`src/sv/round_robin_slice_scheduler_core_defines.svh`:
```
// assertion helpers used by rrss_dp
`ifndef ROUND_ROBIN_SLICE_SCHEDULER_CORE_DEFINES_SVH
`define ROUND_ROBIN_SLICE_SCHEDULER_CORE_DEFINES_SVH

// same-cycle implication
`define RRSS_ASSERT_IMPL(label, clk, rst, ante, cons, msg) \
   label: assert property (@(posedge clk) disable iff (rst) (ante) |-> (cons)) else $error(msg);

// next-cycle implication
`define RRSS_ASSERT_NEXT(label, clk, rst, ante, cons, msg) \
   label: assert property (@(posedge clk) disable iff (rst) (ante) |=> (cons)) else $error(msg);

`endif

```
`src/sv/rrss_pkg.sv`:
```
package rrss_pkg;

   localparam int MODE_W      = 2;
   localparam int FIELD_W     = 16;
   localparam int INDEX_W     = 6;
   localparam int WAIT_W      = 24;
   localparam int CUR_W       = 22;
   localparam int REQ_TDATA_W = 32;
   localparam int RSP_TDATA_W = 48;

   localparam logic [CUR_W-1:0]   CUR_MAX       = {CUR_W{1'b1}};
   localparam logic [FIELD_W-1:0] QUANTUM_RESET = 16'd2;

   localparam logic [MODE_W-1:0] MODE_CLEAR = 2'd0;
   localparam logic [MODE_W-1:0] MODE_LOAD  = 2'd1;
   localparam logic [MODE_W-1:0] MODE_STEP  = 2'd2;

   typedef enum logic [2:0] {
      ST_IDLE,
      ST_SCAN,
      ST_GRANT,
      ST_RESULT,
      ST_DONE
   } rrss_state_type;

   typedef struct packed {
      logic clear;
      logic load;
      logic step_start;
      logic scan_issue;
      logic grant;
      logic out_job;
      logic out_done;
   } rrss_cmd_type;

   typedef struct packed {
      logic scan_hit;
      logic scan_end;
      logic out_free;
   } rrss_status_type;

endpackage

```
`src/sv/rrss_ctrl.sv`:
```
module rrss_ctrl (
   input  logic                        clock,
   input  logic                        reset,
   input  logic                        req_tvalid,
   input  logic [rrss_pkg::MODE_W-1:0] req_mode,
   output logic                        req_tready,
   input  rrss_pkg::rrss_status_type   status,
   output rrss_pkg::rrss_cmd_type      cmd
);
   import rrss_pkg::*;

   rrss_state_type state_ff;
   rrss_state_type state_in;
   logic           accept;

   assign accept = req_tvalid && req_tready;

   always_comb begin
      state_in = state_ff;
      unique case (state_ff)
         ST_IDLE: begin
            if (accept && (req_mode == MODE_STEP)) begin
               state_in = ST_SCAN;
            end
         end
         ST_SCAN: begin
            priority if (status.scan_hit) begin
               state_in = ST_GRANT;
            end else if (status.scan_end) begin
               state_in = ST_DONE;
            end
         end
         ST_GRANT: begin
            state_in = ST_RESULT;
         end
         ST_RESULT, ST_DONE: begin
            if (status.out_free) begin
               state_in = ST_IDLE;
            end
         end
         default: begin
            state_in = ST_IDLE;
         end
      endcase
   end

   always_comb begin
      req_tready = 1'b0;
      cmd        = '0;
      unique case (state_ff)
         ST_IDLE: begin
            req_tready = 1'b1;
            unique case (req_mode)
               MODE_CLEAR: cmd.clear      = accept;
               MODE_LOAD:  cmd.load       = accept;
               MODE_STEP:  cmd.step_start = accept;
               default:    cmd            = '0;
            endcase
         end
         ST_SCAN: begin
            cmd.scan_issue = !status.scan_hit;
         end
         ST_GRANT: begin
            cmd.grant = 1'b1;
         end
         ST_RESULT: begin
            cmd.out_job = status.out_free;
         end
         ST_DONE: begin
            cmd.out_done = status.out_free;
         end
         default: begin
            cmd = '0;
         end
      endcase
   end

   always_ff @(posedge clock) begin
      if (reset) begin
         state_ff <= ST_IDLE;
      end else begin
         state_ff <= state_in;
      end
   end

endmodule

```
`src/sv/rrss_dp.sv`:
```
`include "round_robin_slice_scheduler_core_defines.svh"

module rrss_dp #(
   parameter int MAX_JOBS   = 64,
   parameter int TIME_WIDTH = 16
) (
   input  logic                             clock,
   input  logic                             reset,
   input  rrss_pkg::rrss_cmd_type           cmd,
   output rrss_pkg::rrss_status_type        status,
   input  logic [rrss_pkg::FIELD_W-1:0]     arrival_time,
   input  logic [rrss_pkg::FIELD_W-1:0]     duration,
   input  logic                             csr_valid,
   output logic                             csr_ready,
   input  logic [rrss_pkg::FIELD_W-1:0]     csr_data,
   output logic                             rsp_tvalid,
   input  logic                             rsp_tready,
   output logic [rrss_pkg::RSP_TDATA_W-1:0] rsp_tdata,
   output logic [0:0]                       rsp_tuser
);
   import rrss_pkg::*;

   localparam int TW = (TIME_WIDTH < FIELD_W) ? TIME_WIDTH : FIELD_W;
   localparam int IW = (MAX_JOBS > 1) ? $clog2(MAX_JOBS) : 1;
   localparam int CW = $clog2(MAX_JOBS + 1);

   logic [TW-1:0]     rem_mem_ff [MAX_JOBS];
   logic [2*TW-1:0]   aux_mem_ff [MAX_JOBS];

   logic [FIELD_W-1:0] quantum_ff, quantum_in;
   logic [CW-1:0]      count_ff, count_in;
   logic [IW-1:0]      scan_pos_ff, scan_pos_in;
   logic [CUR_W-1:0]   cur_ff, cur_in;
   logic [IW-1:0]      slot_ff, slot_in;
   logic [CW-1:0]      issued_ff, issued_in;
   logic               pend_ff, pend_in;
   logic [IW-1:0]      pend_slot_ff, pend_slot_in;
   logic [TW-1:0]      rem_rd_ff;
   logic [TW-1:0]      arr_rd_ff;
   logic [TW-1:0]      dur_rd_ff;
   logic [TW-1:0]      grant_ff, grant_in;
   logic               fin_ff, fin_in;
   logic               rsp_valid_ff, rsp_valid_in;
   logic [RSP_TDATA_W-1:0] rsp_data_ff, rsp_data_in;
   logic               rsp_user_ff, rsp_user_in;

   logic [TW-1:0]      q_raw, q_eff, grant_val, rem_new;
   logic [CUR_W:0]     cur_sum;
   logic [CUR_W-1:0]   cur_sat;
   logic [CW:0]        count_ext, slot_inc, pend_inc;
   logic [IW-1:0]      slot_next, pend_next, start_slot;
   logic               issue_ok, room, rem_we;
   logic [IW-1:0]      rem_waddr;
   logic [TW-1:0]      rem_wdata;
   logic [WAIT_W-1:0]  wait_val;

   assign csr_ready = 1'b1;

   assign q_raw     = quantum_ff[TW-1:0];
   assign q_eff     = (q_raw == '0) ? TW'(1) : q_raw;
   assign grant_val = (rem_rd_ff < q_eff) ? rem_rd_ff : q_eff;
   assign rem_new   = rem_rd_ff - grant_val;
   assign cur_sum   = {1'b0, cur_ff} + (CUR_W + 1)'(grant_val);
   assign cur_sat   = (cur_sum > (CUR_W + 1)'(CUR_MAX)) ? CUR_MAX : cur_sum[CUR_W-1:0];

   assign count_ext  = (CW + 1)'(count_ff);
   assign slot_inc   = (CW + 1)'(slot_ff) + (CW + 1)'(1);
   assign slot_next  = (slot_inc >= count_ext) ? '0 : slot_inc[IW-1:0];
   assign pend_inc   = (CW + 1)'(pend_slot_ff) + (CW + 1)'(1);
   assign pend_next  = (pend_inc >= count_ext) ? '0 : pend_inc[IW-1:0];
   assign start_slot = ((CW + 1)'(scan_pos_ff) < count_ext) ? scan_pos_ff : '0;
   assign issue_ok   = issued_ff < count_ff;
   assign room       = count_ff < CW'(MAX_JOBS);

   assign rem_we    = (cmd.load && room) || cmd.grant;
   assign rem_waddr = cmd.grant ? pend_slot_ff : count_ff[IW-1:0];
   assign rem_wdata = cmd.grant ? rem_new : duration[TW-1:0];

   assign wait_val = fin_ff ? (WAIT_W'(cur_ff) - WAIT_W'(arr_rd_ff) - WAIT_W'(dur_rd_ff))
                            : '0;

   assign status.scan_hit = pend_ff && (rem_rd_ff != '0);
   assign status.scan_end = !pend_ff && !issue_ok;
   assign status.out_free = !rsp_valid_ff || rsp_tready;

   always_comb begin
      quantum_in   = quantum_ff;
      count_in     = count_ff;
      scan_pos_in  = scan_pos_ff;
      cur_in       = cur_ff;
      slot_in      = slot_ff;
      issued_in    = issued_ff;
      pend_in      = pend_ff;
      pend_slot_in = pend_slot_ff;
      grant_in     = grant_ff;
      fin_in       = fin_ff;
      rsp_valid_in = rsp_valid_ff;
      rsp_data_in  = rsp_data_ff;
      rsp_user_in  = rsp_user_ff;

      if (csr_valid) begin
         quantum_in = csr_data;
      end
      if (cmd.clear) begin
         count_in    = '0;
         scan_pos_in = '0;
         cur_in      = '0;
      end
      if (cmd.load && room) begin
         count_in = count_ff + CW'(1);
      end
      if (cmd.step_start) begin
         slot_in   = start_slot;
         issued_in = '0;
         pend_in   = 1'b0;
      end
      if (cmd.scan_issue) begin
         pend_in = issue_ok;
         if (issue_ok) begin
            slot_in      = slot_next;
            issued_in    = issued_ff + CW'(1);
            pend_slot_in = slot_ff;
         end
      end
      if (cmd.grant) begin
         cur_in      = cur_sat;
         scan_pos_in = pend_next;
         grant_in    = grant_val;
         fin_in      = (rem_new == '0);
      end
      if (rsp_tready) begin
         rsp_valid_in = 1'b0;
      end
      if (cmd.out_job) begin
         rsp_valid_in = 1'b1;
         rsp_user_in  = 1'b0;
         rsp_data_in  = {1'b0, wait_val, fin_ff, FIELD_W'(grant_ff), INDEX_W'(pend_slot_ff)};
      end
      if (cmd.out_done) begin
         rsp_valid_in = 1'b1;
         rsp_user_in  = 1'b1;
         rsp_data_in  = '0;
      end
   end

   always_ff @(posedge clock) begin
      if (reset) begin
         quantum_ff   <= QUANTUM_RESET;
         count_ff     <= '0;
         scan_pos_ff  <= '0;
         cur_ff       <= '0;
         pend_ff      <= 1'b0;
         rsp_valid_ff <= 1'b0;
      end else begin
         quantum_ff   <= quantum_in;
         count_ff     <= count_in;
         scan_pos_ff  <= scan_pos_in;
         cur_ff       <= cur_in;
         pend_ff      <= pend_in;
         rsp_valid_ff <= rsp_valid_in;
      end
   end

   always_ff @(posedge clock) begin
      slot_ff      <= slot_in;
      issued_ff    <= issued_in;
      pend_slot_ff <= pend_slot_in;
      grant_ff     <= grant_in;
      fin_ff       <= fin_in;
      rsp_data_ff  <= rsp_data_in;
      rsp_user_ff  <= rsp_user_in;
   end

   // remaining time: one write port, one registered read port
   always_ff @(posedge clock) begin
      if (rem_we) begin
         rem_mem_ff[rem_waddr] <= rem_wdata;
      end
      if (cmd.scan_issue && issue_ok) begin
         rem_rd_ff <= rem_mem_ff[slot_ff];
      end
   end

   // arrival and duration
   always_ff @(posedge clock) begin
      if (cmd.load && room) begin
         aux_mem_ff[count_ff[IW-1:0]] <= {duration[TW-1:0], arrival_time[TW-1:0]};
      end
      if (cmd.scan_issue && issue_ok) begin
         {dur_rd_ff, arr_rd_ff} <= aux_mem_ff[slot_ff];
      end
   end

   assign rsp_tvalid = rsp_valid_ff;
   assign rsp_tdata  = rsp_data_ff;
   assign rsp_tuser  = rsp_user_ff;

   `RRSS_ASSERT_IMPL(a_grant_has_job, clock, reset, cmd.grant, pend_ff && (rem_rd_ff != '0), "grant without a job holding time")
   `RRSS_ASSERT_IMPL(a_out_slot_free, clock, reset, cmd.out_job || cmd.out_done, status.out_free, "result loaded over a waiting word")
   `RRSS_ASSERT_IMPL(a_count_bound, clock, reset, 1'b1, count_ff <= CW'(MAX_JOBS), "job count beyond table size")
   `RRSS_ASSERT_NEXT(a_time_forward, clock, reset, cmd.grant, cur_ff >= $past(cur_ff), "current time went backward")

endmodule

```
`src/sv/round_robin_slice_scheduler_core.sv`:
```
// Round-robin slice scheduler with a fixed quantum over a table of up to MAX_JOBS jobs.
// The request word carries the mode in req_tuser (clear, load, step); clear and load give
// no response, and a load into a full table is dropped. A step walks the remaining-time
// memory one slot per cycle from the slot after the last grant, examining at most the job
// count of slots; the response register may then wait for rsp_tready. The response is
// either a grant (slot, slice length, finished flag, wait time) or, with rsp_tuser set,
// an all-done word with every other field zero. The user must write the quantum through
// the csr port only while the block is idle; the block itself does not enforce this. A
// quantum of zero acts as one.
module round_robin_slice_scheduler_core #(
   parameter int MAX_JOBS   = 64,
   parameter int TIME_WIDTH = 16
) (
   input  logic                             clock,
   input  logic                             reset,
   input  logic                             req_tvalid,
   output logic                             req_tready,
   input  logic [rrss_pkg::REQ_TDATA_W-1:0] req_tdata,  // arrival_time, duration
   input  logic [rrss_pkg::MODE_W-1:0]      req_tuser,  // mode
   output logic                             rsp_tvalid,
   input  logic                             rsp_tready,
   output logic [rrss_pkg::RSP_TDATA_W-1:0] rsp_tdata,  // job_index, slice_length, finished, wait_time, pad
   output logic [0:0]                       rsp_tuser,  // all_done
   input  logic                             csr_valid,
   output logic                             csr_ready,
   input  logic [rrss_pkg::FIELD_W-1:0]     csr_data    // quantum
);
   import rrss_pkg::*;

   rrss_cmd_type    cmd;
   rrss_status_type status;

   rrss_ctrl u_ctrl (
      .clock      (clock),
      .reset      (reset),
      .req_tvalid (req_tvalid),
      .req_mode   (req_tuser),
      .req_tready (req_tready),
      .status     (status),
      .cmd        (cmd)
   );

   rrss_dp #(
      .MAX_JOBS   (MAX_JOBS),
      .TIME_WIDTH (TIME_WIDTH)
   ) u_dp (
      .clock        (clock),
      .reset        (reset),
      .cmd          (cmd),
      .status       (status),
      .arrival_time (req_tdata[FIELD_W-1:0]),
      .duration     (req_tdata[2*FIELD_W-1:FIELD_W]),
      .csr_valid    (csr_valid),
      .csr_ready    (csr_ready),
      .csr_data     (csr_data),
      .rsp_tvalid   (rsp_tvalid),
      .rsp_tready   (rsp_tready),
      .rsp_tdata    (rsp_tdata),
      .rsp_tuser    (rsp_tuser)
   );

endmodule

```
`config.mk`:
```
export PLATFORM = sky130hd
export DESIGN_NAME = round_robin_slice_scheduler_core
export DESIGN_NICKNAME = d
export VERILOG_FILES = /design/src/sv/rrss_pkg.sv /design/src/sv/rrss_ctrl.sv /design/src/sv/rrss_dp.sv /design/src/sv/round_robin_slice_scheduler_core.sv
export VERILOG_INCLUDE_DIRS = /design/src /design/src/sv
export SDC_FILE = /design/constraint.sdc
export NUM_CORES = 2
export LEC_CHECK = 0
export BUFFER_PORTS_ARGS = -buffer_cell sky130_fd_sc_hd__buf_4
export CAP_MARGIN = 20
export CELL_PAD_IN_SITES_DETAIL_PLACEMENT = 1
export CELL_PAD_IN_SITES_GLOBAL_PLACEMENT = 1
export CORE_ASPECT_RATIO = 0.6
export CORE_MARGIN = 2
export CORE_UTILIZATION = 51
export DETAILED_ROUTE_END_ITERATION = 7
export PLACE_DENSITY_LB_ADDON = 0.1
export SYNTH_ARGS = -nofsm -noshare
export SYNTH_HDL_FRONTEND = slang
export SYNTH_SLANG_ARGS = --single-unit
```
`constraint.sdc`:
```
create_clock -name clock -period 9.08 [get_ports clock]
set_clock_uncertainty 0.15 [all_clocks]
set_input_delay 1.362 -clock clock [delete_from_list [all_inputs] [get_ports clock]]
set_output_delay 1.362 -clock clock [all_outputs]
set_load 0.05 [all_outputs]
```
==> summary.txt <==
Run status
  – Outcome: finished, final reports clean

Placement
  – Worst slack, placed: around 2.3 ns
  – Placed instance count: ~9.5k
  – Placed inst area: between 100,000 and 150,000 µm²
  – PortBufs: ~100
  – GPL Wtd Cong: about 0.85
  – DP Wirelength: approximately 220 mm

Yosys
  – Yosys top cell area share: about 73%
  – Seq cells post-synth: about 3.3k
  – Sequential-to-total area share from yosys stat: between 70 and 80%
  – Synth warnings: 0
  – Synth area leader: edfxtp_1
  – Post-synth net total: 6,398
  – Async S/R FF share, synth: 0%
  – Number of synthesized flops with an enable pin: between 3k and 4k
  – Top_reg_cell synth: edfxtp_1
  – Synth area leaders: edfxtp_1 73%, mux4_2 14%, mux2i_1 2.1%, dfxtp_1 1.8%, ha_1 1.1%
  – Unique cell type count in the Yosys netlist: 86
  – Post-Syn Area per Cell: about 21 µm²
  – Synth cell count leaders: 3,143 x edfxtp_1, 814 x mux4_2, 282 x nor2_1
  – Most frequent cell after synthesis: edfxtp_1
  – Synth Cell Area: ~130,000 µm²
  – Post-Synthesis Cells: approximately 6.2k

Detailed routing
  – Iter 0 DRT Violations: just over 9k
  – Vias: between 60k and 70k
  – Total routed wirelength: approximately 360 mm
  – Drt drc: 0
  – Wire per inst: ~36 µm
  – DRT Pass-1 Iters: 5
  – Antenna Nets Post-Route: 0
  – DR vias/cell: about 6.6

Run
  – Max_cap viols: 0

Worst setup path
  – CP Max Fanout: 33
  – WP data required: approximately 9.6 ns
  – Worst r2r path cells: 22
  – Setup CP Type: reg -> reg
  – RR Endpoint: u_dp.rem_mem_ff[8][14]
  – Worst Setup End Kind: flop
  – Crit path DAT: 7.39 ns
  – CP Launch Type: flop
  – CP max stage delay: just over 0.8 ns
  – Worst path cell trace: ha_1 -> a21o_1 -> a21o_1 -> a21o_1 -> a21oi_1 -> o21ai_0 -> a21oi_2 -> buf_4 -> mux2i_1 -> ha_1 -> inv_1 -> fa_1 -> a211oi_1 -> nor2_1 -> o31a_1 -> or4_1 -> a41o_1 -> nand3_1 -> a21oi_1 -> xnor2_1 -> o21ai_4 -> buf_4
  – Most frequent CP cell: a21o_1
  – Flop2flop setup slack: approximately 2.2 ns
  – Worst reg2reg startpoint: u_dp.rem_rd_ff[9]
  – Slowest cell on crit path: o21ai_4

STA
  – Max Freq: around 140 MHz
  – Minimum clock period: between 6 and 7 ns
  – Final hold violations: 0
  – Hold Slack: 0.293 ns
  – Tightest Pin Transition: approximately 1.2 ns
  – Final worst slack: roughly 2.2 ns
  – Post-route clock period utilization: roughly three quarters
  – Slew HR: between 20% and 30%
  – Final Max Slew Viols: 0
  – RSZ-0062 raised after global routing: false
  – TNS Setup: 0 ns
  – Final setup viols: 0

Final layout
  – Register Area: a little under 100,000 µm²
  – Fillers: ~21k
  – Final instance area: approximately 140,000 µm²
  – Area of the multi-input gates: about 31,000 µm²
  – # nets final: roughly 6.7k
  – Fraction of layout cells with a size suffix above 1: about a quarter
  – Synth-to-layout area growth: 11.8%
  – Final Non-Filler Cells: roughly 10k

GRT
  – Initial antenna violation count: 33
  – Number of global-route vias before repair: 66.0k
  – Tot GR Track Use: around 28%
  – First-pass GRT wire length: a little over 500 mm
  – Total grt overflow: 0
  – Largest net degree at the start of global routing: between 100 and 150

Floorplanning
  – Site Rows: about 140
  – Die H: a little under 400 µm
  – IO Count: 107
  – Starting Density: 51.5%
  – Core Box Area: ~250,000 µm²
  – Die Wd: around 650 µm
  – Die area: approximately 260,000 µm²

Clocking
  – Setup bufs post-CTS: 0
  – Latest clock arrival within the worst-skew pair: 0.88 ns
  – CTS H-tree lvls: 5
  – Clock tree buffer depth: 4
  – Hold_buf cts: 0
  – CTS Buf Count: between 300 and 400
  – Post-CTS Resized: 0
  – CTS tree: built
  – Clk sink count: between 3k and 4k
  – Reg clk slew, reported paths: 0.07 ns
  – Root Driver: clkbuf_16

Min path
  – Hold WC Path Type: reg -> reg
  – Hold endpoint: u_dp.rsp_tdata[22]
  – Hold path depth: 2
  – HP Start: u_dp.rsp_tdata[22]

Pwr
  – Pwr per Cell Area: about 230 nW/µm²
  – Leakage: between 40 and 50 nW
  – Peak supply drop: between 0.00015 and 0.0002 V
metal layers:
metal | vias to the layer above | global-route usage (%) | share of wire (%)
met1 | 36500 | 47.3 | 46
met5 | - | 0.538 | 0.074
met2 | 3217 | 38.6 | 42
met3 | 417 | 5.97 | 9.9
met4 | 12 | 4.64 | 1.6
li1 | 26500 | - | -
flip-flops by register name, summed over array words and instances, names as in the netlist, 7 cells and up:
register         count
u_dp.rem_mem_ff   1024
u_dp.dur_rd_ff      16
u_dp.rsp_tdata      47
u_dp.issued_ff       7
u_dp.grant_ff       16
u_dp.count_ff        7
u_dp.cur_ff         22
u_dp.rem_rd_ff      16
u_dp.aux_mem_ff   2048
u_dp.arr_rd_ff      16
u_dp.q_raw          16
area by class of cell:
cell class | instances | share of cell area [%]
Sequential cell | 3260 | 67.2
Multi-Input combinational cell | 2549 | 21.5
Clock buffer | 377 | 5.61
Tap cell | 3312 | 2.88
Timing Repair Buffer | 326 | 1.83
Clock inverter | 132 | 0.810
Inverter | 90 | 0.241
Antenna cell | 6 | 0.0104
cells by family after synthesis:
kind of cell,count (synthesis),synth area share (%)
other cells,2,0.00583
flops,3260,75.1
simple gates,644,2.21
xor+xnor,66,0.455
compound gates,639,3.34
mux,1085,16.3
buf+inv,421,1.45
fa+ha+maj,113,1.12
per-stage QoR:
stage               utilization, %  power (mW)
finish                        57.5        33.6
global route                  57.5        34.7
CTS                           57.5        33.9
detailed placement            53.8        21.6
global placement              53.8        21.5
floorplan                        -        20.1
cells in the final DEF, fill, tap and decap left out, drive strengths merged, types with 109 or more instances in the layout:
master  instances
ha            109
edfxtp       3143
buf           324
nand2         183
o221ai        113
dfxtp         117
mux4          814
nor2          283
mux2i         267
a21oi         198
clkbuf        379
critical path: cells and delay by family, from the launching register on:
kind | cells | cell delay, ns
AND/OR/NAND/NOR | 3 | 0.67
AO/OA/AOI/OAI | 11 | 2.76
buffers and inverters | 3 | 0.89
adder cells (fa/ha/maj) | 3 | 1.05
XOR/XNOR | 1 | 0.19
flip-flops | 1 | 0.49
multiplexers | 1 | 0.39
worst max path at each step:
| stage | start | to | slack [ns] | cells after the start |
|---|---|---|---|---|
| 2_1_floorplan | u_dp.rem_rd_ff[9] | u_dp.rem_mem_ff[0][14] | 1.28 | 21 |
| 3_3_place_gp | u_dp.rem_rd_ff[9] | u_dp.rem_mem_ff[8][14] | 2.46 | 22 |
| 4_1_cts | u_dp.rem_rd_ff[9] | u_dp.rem_mem_ff[13][14] | 2.27 | 22 |
| 5_1_grt | u_dp.rem_rd_ff[9] | u_dp.rem_mem_ff[15][14] | 1.86 | 22 |
| 6_report | u_dp.rem_rd_ff[9] | u_dp.rem_mem_ff[8][14] | 2.16 | 22 |
| 3_5_place_dp | u_dp.rem_rd_ff[9] | u_dp.rem_mem_ff[8][14] | 2.33 | 22 |
power breakdown:
group | switching, mW | internal [mW] | total [mW]
clock | 5.48 | 6.89 | 12.4
sequential | 0.157 | 16.8 | 16.9
combinational | 2.61 | 1.70 | 4.31
total | 8.25 | 25.4 | 33.6
(Power assumes the default switching activity.)
